==> config.mk <==
export PLATFORM = sky130hd
export DESIGN_NAME = configurable_text_tokenizer
export DESIGN_NICKNAME = d
export VERILOG_FILES = /design/src/hw/rtl/ctt_pkg.sv /design/src/hw/rtl/configurable_text_tokenizer.sv
export SDC_FILE = /design/constraint.sdc
export NUM_CORES = 1
export LEC_CHECK = 0
export ABC_AREA = 1
export BUFFER_PORTS_ARGS = -buffer_cell sky130_fd_sc_hd__buf_4
export CAP_MARGIN = 30
export CORE_MARGIN = 2
export CORE_UTILIZATION = 52
export DETAILED_ROUTE_END_ITERATION = 16
export GPL_TIMING_DRIVEN = 0
export PLACE_DENSITY = 0.69
export SETUP_SLACK_MARGIN = 0.1
export SYNTH_ARGS = -nofsm -noshare
export SYNTH_HDL_FRONTEND = slang
export SYNTH_SLANG_ARGS = --single-unit
==> constraint.sdc <==
create_clock -name clk_i -period 10.5 [get_ports clk_i]
set_clock_uncertainty 0.05 [all_clocks]
set_input_delay 2.1 -clock clk_i [delete_from_list [all_inputs] [get_ports clk_i]]
set_output_delay 2.1 -clock clk_i [all_outputs]
set_load 0.1 [all_outputs]
==> src/hw/rtl/ctt_pkg.sv <==
`default_nettype none
// ----------------------------------------------------------------------------
// ctt_pkg
// Shared types, constants and helpers of the configurable text tokenizer.
// ----------------------------------------------------------------------------
package ctt_pkg;

  localparam int unsigned SYM_W              = 56;
  localparam int unsigned SYM_BYTES_W        = 3;
  localparam int unsigned TOK_BYTES_W        = 6;
  localparam int unsigned IN_TDATA_W         = 8;
  localparam int unsigned OUT_TDATA_W        = 72;
  localparam int unsigned OUT_TUSER_W        = 2;
  localparam int unsigned CFG_IDX_W          = 3;
  localparam int unsigned CFG_DATA_W         = 64;
  localparam int unsigned IGNORE_SLOTS       = 8;
  localparam int unsigned MAX_SYMBOL_BYTES   = 7;
  localparam int unsigned TOKEN_CAPACITY_DEF = 50;
  localparam int unsigned GROUP_DEPTH        = 4;
  localparam int unsigned GROUP_PTR_W        = $clog2(GROUP_DEPTH);
  localparam int unsigned GROUP_CNT_W        = $clog2(GROUP_DEPTH + 1);

  localparam logic [SYM_W-1:0] SYM_CR = SYM_W'(13);
  localparam logic [SYM_W-1:0] SYM_LF = SYM_W'(10);

  localparam logic [SYM_W-1:0]      LINE_BREAK_RST   = SYM_W'(10);
  localparam logic [SYM_W-1:0]      TOKEN_BREAK_RST  = SYM_W'(32);
  localparam logic [SYM_W-1:0]      COMMENT_RST      = SYM_W'(35);
  localparam logic [SYM_W-1:0]      ESCAPE_RST       = SYM_W'(92);
  localparam logic [SYM_W-1:0]      QUOTE_RST        = SYM_W'(34);
  localparam logic [SYM_W-1:0]      CONTINUATION_RST = SYM_W'(0);
  localparam logic [CFG_DATA_W-1:0] IGNORE_SET_RST   = CFG_DATA_W'(0);

  typedef enum logic [OUT_TUSER_W-1:0] {
    EV_APPEND      = 2'd0,
    EV_CODE_END    = 2'd1,
    EV_COMMENT_END = 2'd2,
    EV_LINE_END    = 2'd3
  } event_kind_e;

  typedef enum logic [CFG_IDX_W-1:0] {
    REG_LINE_BREAK   = 3'd0,
    REG_TOKEN_BREAK  = 3'd1,
    REG_COMMENT      = 3'd2,
    REG_ESCAPE       = 3'd3,
    REG_QUOTE        = 3'd4,
    REG_CONTINUATION = 3'd5,
    REG_IGNORE_SET   = 3'd6
  } cfg_reg_e;

  // events raised by one request, in delivery order
  typedef struct packed {
    logic                   has_app;
    logic [SYM_W-1:0]       sym;
    logic [SYM_BYTES_W-1:0] len;
    logic                   has_tok;
    logic                   tok_comment;
    logic [TOK_BYTES_W-1:0] tbytes;
    logic                   has_line;
  } group_t;

  function automatic logic [SYM_BYTES_W-1:0] lead_length(input logic [7:0] b);
    logic [SYM_BYTES_W-1:0] len;
    if (b < 8'h80) begin
      len = 3'd1;
    end else if (b < 8'hE0) begin
      len = 3'd2;
    end else if (b < 8'hF0) begin
      len = 3'd3;
    end else if (b < 8'hF8) begin
      len = 3'd4;
    end else if (b < 8'hFC) begin
      len = 3'd5;
    end else if (b < 8'hFE) begin
      len = 3'd6;
    end else begin
      len = 3'd7;
    end
    if (len > SYM_BYTES_W'(MAX_SYMBOL_BYTES)) begin
      len = SYM_BYTES_W'(MAX_SYMBOL_BYTES);
    end
    return len;
  endfunction

endpackage
`default_nettype wire

==> src/hw/rtl/configurable_text_tokenizer.sv <==
`default_nettype none
// ----------------------------------------------------------------------------
// configurable_text_tokenizer
// Packs text bytes into symbols and reports append, token-end and line-end
// events.
// ----------------------------------------------------------------------------
// One byte request is taken per cycle. A request that completes a symbol, or
// a flush, raises up to three events (append, token end, line end); these are
// stored together in a four-entry event queue and leave one per cycle while
// tready is high, tlast marking each request's last event. Input is refused
// only while that queue is full, so throughput is one byte per cycle as long
// as output events do not outnumber input bytes and tready is high; else the
// queue drain rate of one event per cycle sets the limit. Configuration is
// always accepted and must be written while the block is idle.
module configurable_text_tokenizer #(
  parameter int unsigned TokenCapacity = ctt_pkg::TOKEN_CAPACITY_DEF
) (
  input  wire logic                               clk_i,
  input  wire logic                               rst_ni,
  input  wire logic                               s_axis_tvalid_i,
  output logic                                    s_axis_tready_o,
  input  wire logic [ctt_pkg::IN_TDATA_W-1:0]     s_axis_tdata_i,   // [7:0] data_byte
  input  wire logic                               s_axis_tuser_i,   // [0] flush
  output logic                                    m_axis_tvalid_o,
  input  wire logic                               m_axis_tready_i,
  // [55:0] symbol_value, [58:56] symbol_bytes, [64:59] token_bytes, rest zero
  output logic [ctt_pkg::OUT_TDATA_W-1:0]         m_axis_tdata_o,
  output logic [ctt_pkg::OUT_TUSER_W-1:0]         m_axis_tuser_o,   // [1:0] event_kind
  output logic                                    m_axis_tlast_o,
  input  wire logic                               cfg_valid_i,
  output logic                                    cfg_ready_o,
  input  wire logic [ctt_pkg::CFG_IDX_W-1:0]      cfg_index_i,
  input  wire logic [ctt_pkg::CFG_DATA_W-1:0]     cfg_data_i
);
  import ctt_pkg::*;

  localparam int unsigned TLW = $clog2(TokenCapacity + 1);

  logic [SYM_W-1:0]      line_break_q, token_break_q, comment_q, escape_q;
  logic [SYM_W-1:0]      quote_q, continuation_q;
  logic [CFG_DATA_W-1:0] ignore_set_q;

  logic [SYM_W-1:0]       buf_q, buf_d;
  logic [SYM_BYTES_W-1:0] coll_q, coll_d, exp_q, exp_d;
  logic [SYM_W-1:0]       prev_q, prev_d;
  logic [TLW-1:0]         tl_q, tl_d;
  logic                   comm_q, comm_d, supp_q, supp_d, cont_q, cont_d;

  group_t                 gq_q [GROUP_DEPTH];
  logic [GROUP_PTR_W-1:0] wr_ptr_q, rd_ptr_q;
  logic [GROUP_CNT_W-1:0] count_q;
  logic [1:0]             sent_q;

  logic                   s_fire, m_fire, push, pop;
  group_t                 grp, head;
  logic [SYM_BYTES_W-1:0] lead, exp_len, coll_inc;
  logic [SYM_W-1:0]       base, sym;
  logic                   complete;
  logic                   is_break, is_line, esc_sym, escaped, live, ign, add, app;
  logic                   supp1, comm1, cont1, tok_cond;
  logic [TLW:0]           tl_sum;
  logic [TLW-1:0]         tl1;
  logic                   p_app, p_tok, cur_last;
  event_kind_e            cur_kind;
  logic [7:0]             ign_byte;
  logic                   ign_open;

  assign s_fire      = s_axis_tvalid_i && s_axis_tready_o;
  assign m_fire      = m_axis_tvalid_o && m_axis_tready_i;
  assign cfg_ready_o = 1'b1;

  always_ff @(posedge clk_i or negedge rst_ni) begin
    if (!rst_ni) begin
      line_break_q   <= LINE_BREAK_RST;
      token_break_q  <= TOKEN_BREAK_RST;
      comment_q      <= COMMENT_RST;
      escape_q       <= ESCAPE_RST;
      quote_q        <= QUOTE_RST;
      continuation_q <= CONTINUATION_RST;
      ignore_set_q   <= IGNORE_SET_RST;
    end else if (cfg_valid_i) begin
      case (cfg_index_i)
        REG_LINE_BREAK:   line_break_q   <= cfg_data_i[SYM_W-1:0];
        REG_TOKEN_BREAK:  token_break_q  <= cfg_data_i[SYM_W-1:0];
        REG_COMMENT:      comment_q      <= cfg_data_i[SYM_W-1:0];
        REG_ESCAPE:       escape_q       <= cfg_data_i[SYM_W-1:0];
        REG_QUOTE:        quote_q        <= cfg_data_i[SYM_W-1:0];
        REG_CONTINUATION: continuation_q <= cfg_data_i[SYM_W-1:0];
        REG_IGNORE_SET:   ignore_set_q   <= cfg_data_i;
        default: ;
      endcase
    end
  end

  always_comb begin
    lead     = lead_length(s_axis_tdata_i);
    exp_len  = (coll_q == '0) ? lead : exp_q;
    base     = (coll_q == '0) ? '0 : buf_q;
    sym      = base;
    for (int k = 0; k < MAX_SYMBOL_BYTES; k++) begin
      if (coll_q == SYM_BYTES_W'(k)) begin
        sym[8*k +: 8] = s_axis_tdata_i;
      end
    end
    coll_inc = coll_q + 3'd1;
    complete = coll_inc >= exp_len;

    is_break = sym == token_break_q;
    is_line  = (sym == line_break_q) || (sym == SYM_CR) || (sym == SYM_LF);
    esc_sym  = sym == escape_q;
    escaped  = (prev_q == escape_q) && !esc_sym;
    live     = !escaped && !comm_q;

    ign      = 1'b0;
    ign_open = 1'b1;
    for (int i = 0; i < IGNORE_SLOTS; i++) begin
      ign_byte = ignore_set_q[8*i +: 8];
      if (ign_byte == 8'd0) begin
        ign_open = 1'b0;
      end
      if (ign_open && (sym == SYM_W'(ign_byte))) begin
        ign = 1'b1;
      end
    end

    add = !((live && is_break && !supp_q) || (live && (sym == continuation_q)) ||
            (live && esc_sym) || (live && (sym == quote_q)) ||
            (live && (sym == comment_q)) || (!escaped && (sym == line_break_q)) || ign);

    tl_sum   = {1'b0, tl_q} + (TLW+1)'(exp_len);
    app      = add && (tl_sum <= (TLW+1)'(TokenCapacity));
    tl1      = app ? tl_sum[TLW-1:0] : tl_q;
    supp1    = (live && (sym == quote_q)) ? !supp_q : supp_q;
    comm1    = comm_q || (live && (sym == comment_q));
    cont1    = cont_q || (live && (sym == continuation_q));
    tok_cond = (!supp1 && is_break) || (is_line && (tl1 != '0));

    buf_d  = buf_q;
    coll_d = coll_q;
    exp_d  = exp_q;
    prev_d = prev_q;
    tl_d   = tl_q;
    comm_d = comm_q;
    supp_d = supp_q;
    cont_d = cont_q;
    grp    = '0;

    if (s_fire) begin
      if (s_axis_tuser_i) begin
        grp.has_tok     = tl_q != '0;
        grp.tok_comment = comm_q;
        grp.tbytes      = TOK_BYTES_W'(tl_q);
        buf_d  = '0;
        coll_d = '0;
        exp_d  = '0;
        prev_d = '0;
        tl_d   = '0;
        comm_d = 1'b0;
        supp_d = 1'b0;
        cont_d = 1'b0;
      end else if (!complete) begin
        buf_d  = sym;
        coll_d = coll_inc;
        exp_d  = exp_len;
      end else begin
        buf_d           = '0;
        coll_d          = '0;
        exp_d           = '0;
        grp.has_app     = app;
        grp.sym         = sym;
        grp.len         = exp_len;
        grp.has_tok     = tok_cond && (tl1 != '0);
        grp.tok_comment = comm1;
        grp.tbytes      = TOK_BYTES_W'(tl1);
        grp.has_line    = is_line && !cont1;
        tl_d            = tok_cond ? '0 : tl1;
        comm_d          = comm1;
        supp_d          = supp1;
        cont_d          = cont1;
        if (is_line) begin
          cont_d = 1'b0;
          if (!cont1) begin
            comm_d = 1'b0;
            supp_d = 1'b0;
          end
        end
        prev_d = sym;
      end
    end
    push = grp.has_app || grp.has_tok || grp.has_line;
  end

  always_ff @(posedge clk_i or negedge rst_ni) begin
    if (!rst_ni) begin
      buf_q  <= '0;
      coll_q <= '0;
      exp_q  <= '0;
      prev_q <= '0;
      tl_q   <= '0;
      comm_q <= 1'b0;
      supp_q <= 1'b0;
      cont_q <= 1'b0;
    end else begin
      buf_q  <= buf_d;
      coll_q <= coll_d;
      exp_q  <= exp_d;
      prev_q <= prev_d;
      tl_q   <= tl_d;
      comm_q <= comm_d;
      supp_q <= supp_d;
      cont_q <= cont_d;
    end
  end

  // event queue
  assign head            = gq_q[rd_ptr_q];
  assign s_axis_tready_o = count_q != GROUP_CNT_W'(GROUP_DEPTH);
  assign m_axis_tvalid_o = count_q != '0;

  always_comb begin
    p_app = head.has_app && !sent_q[0];
    p_tok = head.has_tok && !sent_q[1];
    if (p_app) begin
      cur_kind = EV_APPEND;
      cur_last = !head.has_tok && !head.has_line;
    end else if (p_tok) begin
      cur_kind = head.tok_comment ? EV_COMMENT_END : EV_CODE_END;
      cur_last = !head.has_line;
    end else begin
      cur_kind = EV_LINE_END;
      cur_last = 1'b1;
    end
    m_axis_tdata_o = '0;
    if (p_app) begin
      m_axis_tdata_o[SYM_W-1:0]                     = head.sym;
      m_axis_tdata_o[SYM_W +: SYM_BYTES_W]          = head.len;
    end else if (p_tok) begin
      m_axis_tdata_o[SYM_W+SYM_BYTES_W +: TOK_BYTES_W] = head.tbytes;
    end
    m_axis_tuser_o = cur_kind;
    m_axis_tlast_o = cur_last;
  end

  assign pop = m_fire && cur_last;

  always_ff @(posedge clk_i) begin
    if (push) begin
      gq_q[wr_ptr_q] <= grp;
    end
  end

  always_ff @(posedge clk_i or negedge rst_ni) begin
    if (!rst_ni) begin
      wr_ptr_q <= '0;
      rd_ptr_q <= '0;
      count_q  <= '0;
      sent_q   <= '0;
    end else begin
      if (push) begin
        wr_ptr_q <= wr_ptr_q + GROUP_PTR_W'(1);
      end
      if (pop) begin
        rd_ptr_q <= rd_ptr_q + GROUP_PTR_W'(1);
        sent_q   <= '0;
      end else if (m_fire) begin
        if (p_app) begin
          sent_q[0] <= 1'b1;
        end else begin
          sent_q[1] <= 1'b1;
        end
      end
      if (push && !pop) begin
        count_q <= count_q + GROUP_CNT_W'(1);
      end else if (pop && !push) begin
        count_q <= count_q - GROUP_CNT_W'(1);
      end
    end
  end

`ifndef ASSERT_OFF
  a_count_bound: assert property (@(posedge clk_i) disable iff (!rst_ni)
    count_q <= GROUP_CNT_W'(GROUP_DEPTH))
    else $error("event queue count beyond depth");

  a_head_nonempty: assert property (@(posedge clk_i) disable iff (!rst_ni)
    m_axis_tvalid_o |-> (head.has_app || head.has_tok || head.has_line))
    else $error("queued request carries no event");

  a_token_cap: assert property (@(posedge clk_i) disable iff (!rst_ni)
    {1'b0, tl_q} <= (TLW+1)'(TokenCapacity))
    else $error("token length beyond capacity");

  a_flush_clears: assert property (@(posedge clk_i) disable iff (!rst_ni)
    (s_fire && s_axis_tuser_i) |=> (tl_q == '0 && coll_q == '0 && !comm_q && !cont_q))
    else $error("flush left state behind");
`endif

endmodule
`default_nettype wire

==> results by group <==
Logic synthesis
  • Avg Inst Size Synth: approximately 8.4 µm²
  • Synth Register Bits: ~800
  • Largest family of logic cells by synthesized area: simple AND/OR/NAND/NOR gates
  • Ys flop type: dfrtp_1
  • Synthesized cell area: around 40000 µm²
  • Simple-gate portion of the synthesized area: a little under a quarter
  • Adder-Cell Fraction of Synth Area: less than 1%
  • Post-synthesis cell type count: 57
  • Mux contribution to synthesized area: less than 1%
  • Synth Area in XOR/XNOR: approximately 4.6%
  • Post-synth EDFFs: 276
  • Yosys warns: 0
  • Ys async rst share: 66.0%
  • Complex-gate fraction of the synthesized area: around a tenth
  • Mapped Cells: between 4k and 5k
  • Sequential area share after synthesis: 54.4%

STA
  • Fmax: between 100 and 150 MHz
  • RSZ-0062 raised after global routing: false
  • Worst slew margin: 33.4%
  • Worst hold slack: 0.438 ns
  • Fin crit period: 7.30 ns
  • TNS Setup: 0 ns
  • Slew @ Worst Pin: roughly 1.0 ns
  • Final number of setup-violating endpoints: 0
  • Max Slew Vio Count: 0
  • Final period util: 69.5%
  • Fin worst setup slack: ~3.2 ns
  • Final hold violation count: 0

Floorplan
  • I/O pin count: 159
  • Die Ht: 281 µm
  • Core area: 75900 µm²
  • Die W: 281 µm
  • Full die area: 79100 µm²
  • # rows: 101
  • Initial core utilization: about 53%

Route
  • Drt wl/cell: 23.3 µm
  • Vias per cell: approximately 5.6
  • Final wirelength: 143000 µm
  • ANT nets after route: 0
  • Initial drt markers: about 4k
  • Remaining DRCs: 0
  • Via count: 34.5k
  • Drt pass-1 iters: 7

Clocking
  • CTS sink cnt: slightly above 800
  • Post_cts resized: 0
  • CTS tree: built
  • Setup Buffers After CTS: 0
  • CTS Hold Bufs: 0
  • Clock transition at the registers of the reported paths: about 0.06 ns
  • Num CTS Buffers: 87
  • Root buf cell: clkbuf_16
  • Clk Latency, worst-skew pair: around 0.66 ns
  • CTS Buffer Depth: 3
  • Htree depth: 3

Global route
  • Initial antenna violation count: 6
  • GRT overflow: 0
  • Global Route Usage Sum: ~36%
  • First-pass GRT wire length: approximately 210000 µm
  • Largest net degree at the start of global routing: approximately 120
  • Vias in the first global route: ~32k

Placed design
  • Routability cong.: between 1 and 1.5
  • Place WS: about 2.8 ns
  • Placed cell areas: 42800 µm²
  • Detailed Place HPWL: about 100000 µm
  • Port bufs: around 150

Worst setup path
  • Worst setup EP type: flop
  • CP Launch Type: primary input
  • Worst Path Required: 10.99 ns
  • CP Max Fanout: 10
  • CP Data Arrival Time: around 7.8 ns
  • Worst Setup Path Type: in2reg

Finish
  • Synth-to-layout area growth: 14.6%
  • Final instance area: 45800 µm²
  • Share of cells above drive strength 1: under 10%
  • Nets: slightly above 5k

Power
  • Leak pwr: around 21 nW
  • Overall Power: between 10 and 15 mW
  • VDD IR max: 0.256 mV
  • Power per Cell Area: 286 nW/µm²

Outcome
  • Outcome: completed

Worst hold path
  • HP Class: reg2reg

Job
  • Max cap viols: 0
==> cells in the mapped netlist, types with 3 or more instances <==
master | number | share of area (%)
dfstp_2 | 12 | 0.79
a21oi_1 | 87 | 1.1
nand3_4 | 4 | 0.18
o21ai_0 | 609 | 7.6
inv_1 | 412 | 3.9
nand3_2 | 18 | 0.45
o21ai_1 | 5 | 0.063
or2_2 | 18 | 0.28
or2_0 | 4 | 0.063
edfxtp_1 | 276 | 21
inv_2 | 6 | 0.056
buf_1 | 9 | 0.085
ha_1 | 16 | 0.50
xnor2_1 | 110 | 2.4
buf_6 | 8 | 0.23
nor4_1 | 3 | 0.047
buf_4 | 23 | 0.43
nand3b_1 | 8 | 0.15
clkbuf_1 | 162 | 1.5
or2_1 | 4 | 0.063
buf_2 | 16 | 0.20
nand2_1 | 1335 | 13
xor2_1 | 99 | 2.2
a21boi_1 | 4 | 0.075
nor3_1 | 23 | 0.29
o21ai_2 | 5 | 0.11
nand4_1 | 69 | 1.1
mux2_2 | 3 | 0.085
dfrtp_1 | 524 | 33
o22ai_1 | 70 | 1.1
nor2_1 | 579 | 5.4
nand2_2 | 29 | 0.45
nand3_1 | 175 | 2.2
==> critical path, cell delays in order <==
cell and delay, ns:
buf_4 0.24, inv_1 0.39, nor4_1 0.71, a21oi_1 0.38, inv_1 0.22, ha_1 0.25, o21ai_0 0.07, nand2_1 0.07
a21oi_1 0.20, nor2_1 0.08, inv_1 0.14, clkbuf_1 0.70, nor2_1 0.29, nor2_1 0.83, nand2_2 0.16, ha_1 0.24
inv_1 0.10, fa_1 0.42, nor2_1 0.11, a21oi_1 0.05
==> final cells by class <==
class                           count  area, µm²
Antenna cell                        1       2.50
Buffer                            220       1020
Clock buffer                      126       2500
Clock inverter                     35        417
Fill cell                        6760      30200
Inverter                          420       1580
Multi-Input combinational cell   3310      15700
Sequential cell                   812      21700
Tap cell                         1030       1290
Timing Repair Buffer              167       1530
==> power by group <==
group	switching [mW]	internal, mW
logic	4.22	1.42
registers	0.398	3.90
clock network	1.30	1.84
==> flip-flops by register name (all words and copies together) (netlist names), 3 cells and up <==
register        flops
buf_q              56
coll_q              3
comment_q          56
continuation_q     56
count_q             3
escape_q           56
exp_q               3
gq_q              276
ignore_set_q       64
line_break_q       56
prev_q             56
quote_q            56
tl_q                6
token_break_q      56
==> metal layers <==
metal | GRT usage [%] | vias to the layer above | share of wire [%]
met3 | 5.75 | 384 | 8.7
met4 | 21.3 | 6 | 6.6
met5 | 0 | - | 0.022
met1 | 49.1 | 16600 | 40
li1 | - | 15900 | -
met2 | 56.1 | 1666 | 45
==> path summary, 6_finish.rpt <==
path                                       start                              to  slack, ns  depth (start not counted)
setup / recovery               s_axis_tdata_i[6]          count_q[1]$_DFFE_PN0P_       3.20                         20
hold / removal             buf_q[39]$_DFFE_PN0P_           buf_q[39]$_DFFE_PN0P_       0.44                          2
setup reg to reg           coll_q[0]$_DFFE_PN0P_           gq_q[2][43]$_DFFE_PP_       4.08                         24
hold reg to reg            buf_q[39]$_DFFE_PN0P_           buf_q[39]$_DFFE_PN0P_       0.44                          2
max in group asynchronous                 rst_ni        comment_q[5]$_DFFE_PN1P_       7.69                          3
min in group asynchronous                 rst_ni  continuation_q[29]$_DFFE_PN0P_       1.28                          1
==> cell families after synthesis <==
kind of cell | count (synthesis)
DFF | 812
AOI/OAI and AO/OA | 797
muxes | 3
other | 2
xor gates and xnor gates | 209
buffers and inverters | 640
adders and majority gates | 18
and+or+nand+nor | 2275
==> per-stage QoR <==
stage               utilization [%]  cells
floorplan                         -   4762
global placement               55.8   5940
detailed placement             56.4   5959
CTS                            60.3   6120
global route                   60.3   6120
finish                         60.3   6121
==> cells in the final DEF, fill, tap and decap left out, types with 20 or more instances in the layout <==
cell type	count
nand2_2	29
nand3_1	175
o21ai_0	609
clkbuf_1	183
a21oi_1	87
buf_4	170
xnor2_1	110
nand4_1	69
o22ai_1	70
nand2_1	1335
clkinv_2	20
dfrtp_1	524
nor2_1	579
xor2_1	99
inv_1	412
edfxtp_1	276
nor3_1	23
clkbuf_16	88
Note: power is estimated with default switching activity, not from simulation.
